$ cat config.mk
export PLATFORM = sky130hd
export DESIGN_NAME = virtqueue_descriptor_allocator
export DESIGN_NICKNAME = d
export VERILOG_FILES = /design/src/sv/vqda_pkg.sv /design/src/sv/virtqueue_descriptor_allocator.sv /design/src/sv/vqda_ram.sv /design/src/sv/vqda_ctrl.sv /design/src/sv/vqda_dp.sv
export SDC_FILE = /design/constraint.sdc
export NUM_CORES = 1
export LEC_CHECK = 0
export BUFFER_PORTS_ARGS = -buffer_cell sky130_fd_sc_hd__buf_2
export CAP_MARGIN = 5
export CELL_PAD_IN_SITES_DETAIL_PLACEMENT = 1
export CELL_PAD_IN_SITES_GLOBAL_PLACEMENT = 2
export CORE_ASPECT_RATIO = 0.9
export CORE_MARGIN = 2
export CORE_UTILIZATION = 40
export DETAILED_ROUTE_END_ITERATION = 8
export PLACE_DENSITY_LB_ADDON = 0.2
export SLEW_MARGIN = 20
export SYNTH_ARGS = -nofsm -noshare
export SYNTH_HDL_FRONTEND = slang
export SYNTH_SLANG_ARGS = --single-unit
$ cat constraint.sdc
create_clock -name clk -period 6.7 [get_ports clk]
set_input_delay 1.005 -clock clk [delete_from_list [all_inputs] [get_ports clk]]
set_output_delay 1.005 -clock clk [all_outputs]
set_load 0.05 [all_outputs]
$ cat src/sv/vqda_pkg.sv
// Shared types and constants for the virtqueue descriptor allocator.
// Holds the input and result item structs and the controller command and status structs.
// No dependencies.
package vqda_pkg;

  // Result status codes
  localparam logic [1:0] ST_OK       = 2'd0;
  localparam logic [1:0] ST_NO_SPACE = 2'd1;
  localparam logic [1:0] ST_RANGE    = 2'd2;
  localparam logic [1:0] ST_FREED    = 2'd3;

  // Input item kinds
  localparam logic KIND_SUBMIT  = 1'b0;
  localparam logic KIND_RELEASE = 1'b1;

  // Descriptor slots of a submitted chain
  localparam logic [1:0] SLOT_HDR  = 2'd0;
  localparam logic [1:0] SLOT_DATA = 2'd1;
  localparam logic [1:0] SLOT_STAT = 2'd2;

  typedef struct packed {
    logic        kind;
    logic        is_write;
    logic [31:0] block_number;
    logic [7:0]  release_head;
  } vqda_in_t;

  typedef struct packed {
    logic [1:0]  status;
    logic [7:0]  first_index;
    logic [7:0]  second_index;
    logic [7:0]  third_index;
    logic [7:0]  ring_slot;
    logic [15:0] avail_after;
    logic        data_writable;
    logic [38:0] sector;
    logic [8:0]  freed_count;
  } vqda_out_t;

  // Controller to datapath
  typedef struct packed {
    logic       load;          // capture the accepted item
    logic       find;          // pick lowest free descriptor into slot
    logic       link_wr;       // write link of the descriptor in slot
    logic [1:0] slot;
    logic       commit;        // take picks, advance avail, emit ok result
    logic       emit_nospace;  // emit pool-full result
    logic       rel_free;      // free cur, read its link
    logic       rel_next;      // follow the link just read
    logic       emit_release;  // emit release result with code
    logic [1:0] code;
  } vqda_cmd_t;

  // Datapath to controller
  typedef struct packed {
    logic hit;        // a free descriptor is available for find
    logic range_bad;  // cur is outside the pool
    logic cur_free;   // cur is already free
    logic more;       // link just read has a successor
  } vqda_stat_t;

endpackage

$ cat src/sv/virtqueue_descriptor_allocator.sv
// Virtqueue descriptor allocator top level: sequencer plus datapath.
// Submit: three searches, three link writes, result; a full pool ends the search.
// Release: a check and a link read per freed descriptor, one more check if the walk stops
// on a bad link or head. Result strobe: the cycle after the last work cycle; no receiver stall.
// Reset (synchronous, rst_n low): all descriptors free, avail count zero, sectors_per_block 1.
// Depends on vqda_pkg, vqda_ctrl, vqda_dp, vqda_ram.
module virtqueue_descriptor_allocator #(
  parameter int POOL_DEPTH = 8
) (
  input  logic                clk,
  input  logic                rst_n,
  input  logic                start,
  output logic                busy,
  input  vqda_pkg::vqda_in_t  in_data,
  output logic                out_valid,
  output vqda_pkg::vqda_out_t out_data,
  input  logic                cfg_valid,
  output logic                cfg_ready,
  input  logic [7:0]          cfg_data
);
  import vqda_pkg::*;

  vqda_cmd_t  cmd;
  vqda_stat_t stat;
  logic       accept;

  // Items are taken only while the sequencer is idle
  assign accept    = start & ~busy;
  assign cfg_ready = 1'b1;

  vqda_ctrl u_ctrl (
    .clk     (clk),
    .rst_n   (rst_n),
    .start   (accept),
    .in_kind (in_data.kind),
    .stat    (stat),
    .cmd     (cmd),
    .busy    (busy)
  );

  vqda_dp #(
    .POOL_DEPTH (POOL_DEPTH)
  ) u_dp (
    .clk       (clk),
    .rst_n     (rst_n),
    .in_data   (in_data),
    .cmd       (cmd),
    .stat      (stat),
    .cfg_valid (cfg_valid),
    .cfg_data  (cfg_data),
    .out_valid (out_valid),
    .out_data  (out_data)
  );

endmodule

$ cat src/sv/vqda_ram.sv
// Generic single write port, single read port RAM with registered read data.
// No dependencies.
module vqda_ram #(
  parameter int WIDTH = 9,
  parameter int DEPTH = 8
) (
  input  logic                     clk,
  input  logic                     we,
  input  logic [$clog2(DEPTH)-1:0] waddr,
  input  logic [WIDTH-1:0]         wdata,
  input  logic                     re,
  input  logic [$clog2(DEPTH)-1:0] raddr,
  output logic [WIDTH-1:0]         rdata
);

  logic [WIDTH-1:0] mem_r [DEPTH];
  logic [WIDTH-1:0] rdata_r;

  always_ff @(posedge clk) begin
    if (we) begin
      mem_r[waddr] <= wdata;
    end
    if (re) begin
      rdata_r <= mem_r[raddr];
    end
  end

  assign rdata = rdata_r;

endmodule

$ cat src/sv/vqda_ctrl.sv
// Sequencer for the descriptor allocator: submit search and link writes, release walk.
// Depends on vqda_pkg for the command and status structs.
module vqda_ctrl (
  input  logic                clk,
  input  logic                rst_n,
  input  logic                start,
  input  logic                in_kind,
  input  vqda_pkg::vqda_stat_t stat,
  output vqda_pkg::vqda_cmd_t  cmd,
  output logic                busy
);
  import vqda_pkg::*;

  typedef enum logic [8:0] {
    IDLE  = 9'b000000001,
    FIND0 = 9'b000000010,
    FIND1 = 9'b000000100,
    FIND2 = 9'b000001000,
    LINK0 = 9'b000010000,
    LINK1 = 9'b000100000,
    LINK2 = 9'b001000000,
    RCHK  = 9'b010000000,
    RWAIT = 9'b100000000
  } ctrl_state_t;

  ctrl_state_t state_r, state_nxt;

  always_ff @(posedge clk) begin
    if (!rst_n) begin
      state_r <= IDLE;
    end else begin
      state_r <= state_nxt;
    end
  end

  // Next state and command decode
  always_comb begin
    state_nxt = state_r;
    cmd       = '0;
    case (state_r)
      IDLE: begin
        if (start) begin
          cmd.load  = 1'b1;
          state_nxt = (in_kind == KIND_RELEASE) ? RCHK : FIND0;
        end
      end
      FIND0, FIND1, FIND2: begin
        cmd.slot = (state_r == FIND0) ? SLOT_HDR :
                   (state_r == FIND1) ? SLOT_DATA : SLOT_STAT;
        if (stat.hit) begin
          cmd.find  = 1'b1;
          state_nxt = (state_r == FIND0) ? FIND1 :
                      (state_r == FIND1) ? FIND2 : LINK0;
        end else begin
          cmd.emit_nospace = 1'b1;
          state_nxt        = IDLE;
        end
      end
      LINK0: begin
        cmd.link_wr = 1'b1;
        cmd.slot    = SLOT_HDR;
        state_nxt   = LINK1;
      end
      LINK1: begin
        cmd.link_wr = 1'b1;
        cmd.slot    = SLOT_DATA;
        state_nxt   = LINK2;
      end
      LINK2: begin
        cmd.link_wr = 1'b1;
        cmd.slot    = SLOT_STAT;
        cmd.commit  = 1'b1;
        state_nxt   = IDLE;
      end
      RCHK: begin
        if (stat.range_bad) begin
          cmd.emit_release = 1'b1;
          cmd.code         = ST_RANGE;
          state_nxt        = IDLE;
        end else if (stat.cur_free) begin
          cmd.emit_release = 1'b1;
          cmd.code         = ST_FREED;
          state_nxt        = IDLE;
        end else begin
          cmd.rel_free = 1'b1;
          state_nxt    = RWAIT;
        end
      end
      RWAIT: begin
        // link of the freed entry is on the RAM output now
        if (stat.more) begin
          cmd.rel_next = 1'b1;
          state_nxt    = RCHK;
        end else begin
          cmd.emit_release = 1'b1;
          cmd.code         = ST_OK;
          state_nxt        = IDLE;
        end
      end
      default: begin
        state_nxt = IDLE;
      end
    endcase
  end

  assign busy = (state_r != IDLE);

endmodule

$ cat src/sv/vqda_dp.sv
// Datapath of the descriptor allocator: free map, picks, link RAM, counters, result register.
// Depends on vqda_pkg and vqda_ram.
module vqda_dp #(
  parameter int POOL_DEPTH = 8
) (
  input  logic                 clk,
  input  logic                 rst_n,
  input  vqda_pkg::vqda_in_t   in_data,
  input  vqda_pkg::vqda_cmd_t  cmd,
  output vqda_pkg::vqda_stat_t stat,
  input  logic                 cfg_valid,
  input  logic [7:0]           cfg_data,
  output logic                 out_valid,
  output vqda_pkg::vqda_out_t  out_data
);
  import vqda_pkg::*;

  localparam int IDX_W  = $clog2(POOL_DEPTH);
  localparam int LINK_W = IDX_W + 1;

  // Control state
  logic [POOL_DEPTH-1:0] free_map_r;
  logic [15:0]           avail_r;
  logic [IDX_W-1:0]      slot_r;
  logic [7:0]            spb_r;
  logic                  out_valid_r;

  // Item payload
  logic                  is_write_r;
  logic [31:0]           block_r;
  logic [7:0]            cur_r;
  logic [POOL_DEPTH-1:0] taken_r;
  logic [8:0]            freed_r;
  logic [IDX_W-1:0]      pick0_r, pick1_r, pick2_r;
  logic [38:0]           sector_r;
  vqda_out_t             out_r;

  logic [IDX_W:0]        ffs_w;
  logic [39:0]           prod_w;
  logic [IDX_W-1:0]      cur_idx_w;
  logic                  ram_we;
  logic [IDX_W-1:0]      ram_waddr;
  logic [LINK_W-1:0]     ram_wdata;
  logic [LINK_W-1:0]     ram_rdata;
  logic [IDX_W-1:0]      slot_nxt;

  // Lowest set bit, with a found flag on top
  function automatic logic [IDX_W:0] find_first(input logic [POOL_DEPTH-1:0] v);
    logic [IDX_W:0] res;
    res = '0;
    for (int i = POOL_DEPTH - 1; i >= 0; i--) begin
      if (v[i]) begin
        res = {1'b1, IDX_W'(i)};
      end
    end
    return res;
  endfunction

  assign ffs_w     = find_first(free_map_r & ~taken_r);
  assign prod_w    = 40'(block_r) * 40'(spb_r);
  assign cur_idx_w = cur_r[IDX_W-1:0];

  // Status back to the sequencer
  assign stat.hit       = ffs_w[IDX_W];
  assign stat.range_bad = ({1'b0, cur_r} >= 9'(POOL_DEPTH));
  assign stat.cur_free  = free_map_r[cur_idx_w];
  assign stat.more      = ram_rdata[IDX_W];

  // Link writes: header -> data -> status, status has no successor
  always_comb begin
    ram_we    = cmd.link_wr;
    ram_waddr = pick0_r;
    ram_wdata = {1'b1, pick1_r};
    case (cmd.slot)
      SLOT_HDR: begin
        ram_waddr = pick0_r;
        ram_wdata = {1'b1, pick1_r};
      end
      SLOT_DATA: begin
        ram_waddr = pick1_r;
        ram_wdata = {1'b1, pick2_r};
      end
      default: begin
        ram_waddr = pick2_r;
        ram_wdata = '0;
      end
    endcase
  end

  // A free entry's link is never read, so release leaves the RAM alone
  vqda_ram #(
    .WIDTH (LINK_W),
    .DEPTH (POOL_DEPTH)
  ) u_link_ram (
    .clk   (clk),
    .we    (ram_we),
    .waddr (ram_waddr),
    .wdata (ram_wdata),
    .re    (cmd.rel_free),
    .raddr (cur_idx_w),
    .rdata (ram_rdata)
  );

  // Ring slot follows avail modulo pool depth, restarting when avail wraps
  always_comb begin
    if (avail_r == 16'hffff) begin
      slot_nxt = '0;
    end else if (slot_r == IDX_W'(POOL_DEPTH - 1)) begin
      slot_nxt = '0;
    end else begin
      slot_nxt = slot_r + IDX_W'(1);
    end
  end

  // Control registers
  always_ff @(posedge clk) begin
    if (!rst_n) begin
      free_map_r  <= '1;
      avail_r     <= '0;
      slot_r      <= '0;
      spb_r       <= 8'd1;
      out_valid_r <= 1'b0;
    end else begin
      out_valid_r <= cmd.commit | cmd.emit_nospace | cmd.emit_release;
      if (cfg_valid) begin
        spb_r <= cfg_data;
      end
      if (cmd.commit) begin
        free_map_r <= free_map_r & ~taken_r;
        avail_r    <= avail_r + 16'd1;
        slot_r     <= slot_nxt;
      end
      if (cmd.rel_free) begin
        free_map_r[cur_idx_w] <= 1'b1;
      end
    end
  end

  // Payload registers
  always_ff @(posedge clk) begin
    if (cmd.load) begin
      is_write_r <= in_data.is_write;
      block_r    <= in_data.block_number;
      cur_r      <= in_data.release_head;
      taken_r    <= '0;
      freed_r    <= '0;
    end
    if (cmd.find) begin
      taken_r[ffs_w[IDX_W-1:0]] <= 1'b1;
      case (cmd.slot)
        SLOT_HDR: begin
          pick0_r  <= ffs_w[IDX_W-1:0];
          sector_r <= prod_w[38:0];
        end
        SLOT_DATA: pick1_r <= ffs_w[IDX_W-1:0];
        default:   pick2_r <= ffs_w[IDX_W-1:0];
      endcase
    end
    if (cmd.rel_free) begin
      freed_r <= freed_r + 9'd1;
    end
    if (cmd.rel_next) begin
      cur_r <= 8'(ram_rdata[IDX_W-1:0]);
    end
    // Result register
    if (cmd.commit) begin
      out_r.status        <= ST_OK;
      out_r.first_index   <= 8'(pick0_r);
      out_r.second_index  <= 8'(pick1_r);
      out_r.third_index   <= 8'(pick2_r);
      out_r.ring_slot     <= 8'(slot_r);
      out_r.avail_after   <= avail_r + 16'd1;
      out_r.data_writable <= ~is_write_r;
      out_r.sector        <= sector_r;
      out_r.freed_count   <= '0;
    end else if (cmd.emit_nospace || cmd.emit_release) begin
      out_r.status        <= cmd.emit_nospace ? ST_NO_SPACE : cmd.code;
      out_r.first_index   <= '0;
      out_r.second_index  <= '0;
      out_r.third_index   <= '0;
      out_r.ring_slot     <= '0;
      out_r.avail_after   <= avail_r;
      out_r.data_writable <= 1'b0;
      out_r.sector        <= '0;
      out_r.freed_count   <= cmd.emit_nospace ? 9'd0 : freed_r;
    end
  end

  assign out_valid = out_valid_r;
  assign out_data  = out_r;

`ifndef NO_ASSERTIONS
  a_commit_three: assert property (@(posedge clk) disable iff (!rst_n)
    cmd.commit |-> $countones(taken_r) == 3)
    else $error("submit commit without exactly three picks");
  a_picks_ordered: assert property (@(posedge clk) disable iff (!rst_n)
    cmd.commit |-> (pick0_r < pick1_r) && (pick1_r < pick2_r))
    else $error("picks not in ascending order");
  a_free_held: assert property (@(posedge clk) disable iff (!rst_n)
    cmd.rel_free |-> !stat.range_bad && !stat.cur_free)
    else $error("release frees an invalid or free descriptor");
  a_strobe_single: assert property (@(posedge clk) disable iff (!rst_n)
    out_valid_r |=> !out_valid_r)
    else $error("result strobe held for two cycles");
  a_slot_range: assert property (@(posedge clk) disable iff (!rst_n)
    32'(slot_r) < POOL_DEPTH)
    else $error("ring slot outside pool");
`endif

endmodule

After elaboration in Yosys (flattened, before gate mapping)
Memory sizes are Yosys's and may differ from the RTL's. A register that Yosys moved wholly into a read port is not among the register bits. Index checks and enable logic that the tools add are counted.

Register bits after elaboration: 230. RAM bits: 32. Output and inout port bits: 102. Logic and storage cells: 134. Memories kept: 1.

Memories: u_dp.u_link_ram.mem_r (depth 8, bits a word 4, rd ports 1, clocked after memory_dff 1, wr ports 1, line vqda_ram.sv:16) `logic [WIDTH-1:0] mem_r [DEPTH];`.

Add/subtract/negate cells: 3. $mul: 1. Order comparisons: 5. Eq/ne operators: 14. Muxes and demuxes: 62. Bitwise gates (word level): 10. Reduce and logical (&&, ||, !) cells: 13.

Operator list (number): $mux 92 (2); $mux 9 (8); $mux 8 (7); $pmux 9 s6 (1); $mul 32x8->39 (1); $mux 4 (8); $mux 3 (7); $mux 1 (18); $add 16x1->16 const B (1); $eq 16x16->1 const B (1); $or 8x8->8 (2); $pmux 3 s2 (2); $add 9x1->9 const B (1); $eq 9x1->1 const B (1); $eq 9x2->1 const B (1); $eq 9x3->1 const B (1); $eq 9x4->1 const B (1); $eq 9x5->1 const B (1); $eq 9x6->1 const B (1); $eq 9x7->1 const B (1); $eq 9x8->1 const B (1); $eq 9x9->1 const B (1); $ne 9x1->1 const B (1); $and 8x8->8 (1); 24 further kinds (38).

Logic depth before layout (Yosys ltp)
Depth in word-level cells: 16. Gate-level depth with buffers: 20. Depth with buffers taken out: 18.

By module
A second synthesis with hierarchy kept.

Cells, all modules: 1689. Area, all modules: 18650.4 µm².

By module, submodules not included: vqda_dp (instances 1, cells an instance 1547, area an instance 16585.9 µm²); vqda_ram (instances 1, cells an instance 63, area an instance 1410.1 µm²); vqda_ctrl (instances 1, cells an instance 76, area an instance 629.4 µm²); virtqueue_descriptor_allocator (instances 1, cells an instance 3, area an instance 25.0 µm²).

Worst setup path after synthesis
No wires, ideal clock.

Kind: register to register. Start: register u_dp.spb_r[6]. End: register u_dp.sector_r[38], data pin. Setup time: 0.269 ns. Arrival: 4.624 ns. Data required time: 6.431 ns. Setup slack: 1.807 ns. Stages on the path, launching flop included: 19. Period minus slack after synthesis: 4.893 ns. Path through: dfxtp_1 > clkbuf_1 > and2_1 > fa_1 > fa_1 > fa_1 > inv_1 > fa_1 > inv_1 > ha_1 > buf_2 > and4_4 > nand3_1 > a2111o_1 > a31oi_2 > o21ai_2 > o211ai_2 > a2111o_1 > nand3_1.

Word-level cells in the longest chain between the ends: 1.

Ends and longest elaborated chain: start: declaration (line vqda_dp.sv:25) `logic [7:0] spb_r;`; start signal: assignment (line vqda_dp.sv:126) `spb_r <= cfg_data;`; $mul 32x8->39 (line vqda_dp.sv:60) `assign prod_w = 40'(block_r) * 40'(spb_r);`; named net u_dp.prod_w[38] (line vqda_dp.sv:39) `logic [39:0] prod_w;`; end signal: assignment (line vqda_dp.sv:153) `sector_r <= prod_w[38:0];`; end: declaration (line vqda_dp.sv:35) `logic [38:0] sector_r;`.

The timed path passes the listed nets, and every way through them passes these cells. A chain may end at the register's enable or synchronous reset.

Final worst setup path
Start: register u_dp.spb_r[6]. End: register u_dp.sector_r[33], data pin.

The elaborated chain is that of the path after synthesis.

==> reports/qor.yml <==
combined_global_route_utilization_of_all_metal_layers: 0.197
number_of_gates_resized_after_cts: 0
clk_transition_reported_paths_ns: 0.06
dp.final_hpwl_mm: 34.9
max_freq_mhz: 179
design.portCount: 156
crit_path_top_delay_cell: "sky130_fd_sc_hd__dfxtp_1"
critPathMaxStageDelay_ns: 0.77
ys_seq_area_frac: 0.398
setup.worst_path.start_class: "flop"
power.leakage_nw: 8.91
placement.setup.worst_slack_ns: 0.890
insertedDiodeCount: 0
syn-instance-count: 1713
cts_buffer_depth: 3
path_class: "flop to flop"
post-route-util: 0.453
initial_utilization: 0.405
dieArea_um2: 47600
ant_nets: 0
max_slew.worst_pin.slew_ns: 1.06
mappedNetlistArea_um2: 18300
syn-mean-instance-area_um2: 10.7
die_width_um: 230
asyncSetResetFlopFracSynth: 0
vias_in_the_first_global_route: 13399
setup_ws_ns: 1.10
holdBufCountCts: 0
tns_ns: 0
wire_per_inst_um: 18.7
final_max_slew_viol_count: 0
timing.final.hold_violations: 0
cts_buffers: 30
max-vdd-ir-drop_uv: 184
final.min_clock_period_ns: 5.60
core_region_area_um2: 45300
crit_top_cell: "sky130_fd_sc_hd__fa_1"
finalWeightedCongestion: 0.799
post-cts-setup-buffers: 0
grt_max_degree: 69
dieHeight_um: 207
finalSetupViolCount: 0
area_growth_syn_to_layout_pct: 12.0
drive_above_1_share: 0.124
unrepaired_setup_endpoints_after_global_routing: "false"
htree_levels: 1
first_iter_violations: 553
insertion_delay_ns: 0.59
hp-class: "flop to flop"
max-slew-margin-rel: 0.289
finalPower_mw: 5.94
design.final.nets: 2118
root_buffer: "sky130_fd_sc_hd__clkbuf_16"
num_rows: 74
fin_worst_skew_ns: 0.0162
drtPass1Iterations: 4
placement.io_buffers: 134
crit_path_cell_trace: "buf_4 -> and2_1 -> fa_1 -> fa_1 -> fa_1 -> inv_1 -> fa_1 -> inv_1 -> ha_1 -> a21o_1 -> a21o_1 -> a21oi_1 -> o21bai_1 -> a221o_1 -> a31oi_2 -> o21ai_0 -> xor2_1"
postSynth.topFlopCell: "sky130_fd_sc_hd__edfxtp_1"
grt_pass1_wl_mm: 75.2
synth_most_common_cell: "sky130_fd_sc_hd__and2_1"
flip_flop_and_latch_count_after_synthesis: 266
clock_sinks: 266
fin_crit_sh: 0.836
power_per_cell_area_nw_per_um2: 289
cp_max_fo: 18
synth_top_area_frac: 0.323
worstSetupEndpointType: "flop"
grt_remaining_overflow: 0
vias_per_cell: 5.01
worst-endpoint-arrival_ns: 5.93
num_vias: 12306
synthDistinctLibCells: 76
antenna_found_initial: 1
critPathRequiredTime_ns: 7.03
cts_tree: "built"
detail_route.drc_violations: 0
synth_edf_count: 197
area_leader_netlist: "sky130_fd_sc_hd__edfxtp_1"
route.final.wire_length_mm: 45.9
synth-warning-count: 0
synthTopCellsByArea: "sky130_fd_sc_hd__edfxtp_1 32%, sky130_fd_sc_hd__fa_1 20%, sky130_fd_sc_hd__and2_1 8.5%, sky130_fd_sc_hd__dfxtp_1 7.5%, sky130_fd_sc_hd__ha_1 4.2%"
netlist_top_cells_count: "248 x sky130_fd_sc_hd__and2_1, 197 x sky130_fd_sc_hd__edfxtp_1, 188 x sky130_fd_sc_hd__inv_1, 179 x sky130_fd_sc_hd__fa_1, 156 x sky130_fd_sc_hd__nand2_1"
max_cap_viol_count: 0
run_status: "completed"
==> critical path, delay by kind of cell (launching register included) <==
kind	cells	cell delay, ns
flops	1	0.77
buf+inv	3	0.44
compound gates	7	1.43
fa+ha+maj	5	2.34
simple gates	1	0.18
xor+xnor	1	0.16
==> metal layers <==
metal | up-vias | wire [um] | global-route usage
li1 | 5848 | - | -
met1 | 6245 | 22100 | 0.283
met2 | 172 | 21500 | 0.321
met3 | 41 | 1500 | 0.0253
met4 | 0 | 769 | 0.0390
met5 | - | 0 | 0
==> placed cells by master (no fill, tap or decap), types with 13 or more instances in the layout <==
cell / count
sky130_fd_sc_hd__and2_1: 248
sky130_fd_sc_hd__edfxtp_1: 197
sky130_fd_sc_hd__inv_1: 187
sky130_fd_sc_hd__fa_1: 179
sky130_fd_sc_hd__nand2_1: 156
sky130_fd_sc_hd__buf_2: 134
sky130_fd_sc_hd__nor2_1: 100
sky130_fd_sc_hd__dfxtp_1: 68
sky130_fd_sc_hd__ha_1: 62
sky130_fd_sc_hd__a21oi_1: 52
sky130_fd_sc_hd__o21ai_0: 49
sky130_fd_sc_hd__nand3_1: 31
sky130_fd_sc_hd__clkbuf_16: 30
sky130_fd_sc_hd__xnor2_1: 28
sky130_fd_sc_hd__xor2_1: 28
sky130_fd_sc_hd__a21o_1: 23
sky130_fd_sc_hd__conb_1: 21
sky130_fd_sc_hd__mux2i_1: 18
sky130_fd_sc_hd__o21ai_1: 16
sky130_fd_sc_hd__and3_1: 13
==> where the power goes <==
part           internal, mW  leakage (nW)  total, mW  switching [mW]
clock network         0.979         0.496       1.68           0.705
registers              1.95          2.32       2.06           0.110
logic                 0.813          6.09       2.19            1.38
total                  3.74          8.91       5.94            2.19
==> cell type report <==
class	count	area [um^2]
inverter	190	713
tap	608	761
fill	4965	24700
sequential	266	7300
clock buffer	39	815
multi-input combinational	1190	9970
timing repair buffer	145	773
clock inverter	17	196
==> flip-flops by register name, indices dropped and copies added (netlist names), 9 cells and up <==
name / flops
u_ctrl.state_r: 9
u_dp.avail_r: 16
u_dp.block_r: 32
u_dp.freed_r: 9
u_dp.out_data: 79
u_dp.sector_r: 39
u_dp.u_link_ram.mem_r: 32
==> through the flow <==
step | hold WS [ns] | instances | area [um^2]
floorplan | 0.431 | 1732 | 18400
global placement | 0.439 | 2398 | 19500
detailed placement | 0.447 | 2399 | 19500
CTS | 0.455 | 2455 | 20500
global route | 0.490 | 2455 | 20500
finish | 0.457 | 2455 | 20500
==> worst paths after layout <==
check        slack [ns]  depth (start not counted)          start                end
min reg2reg        0.46                          2  u_dp.cur_r[7]      u_dp.cur_r[7]
max                1.10                         17  u_dp.spb_r[6]  u_dp.sector_r[33]
max reg2reg        1.10                         17  u_dp.spb_r[6]  u_dp.sector_r[33]
min                0.46                          2  u_dp.cur_r[7]      u_dp.cur_r[7]
==> logic make-up after synthesis <==
family / count (synthesis) / synth area share
and+or+nand+nor: 630 / 0.181
buffers and inverters: 276 / 0.0631
DFF: 266 / 0.398
adders and majority gates: 241 / 0.238
AOI/OAI and AO/OA: 222 / 0.0810
xor gates and xnor gates: 56 / 0.0268
muxes: 20 / 0.0123
other: 2 / 0.000410
(Power assumes the default switching activity.)
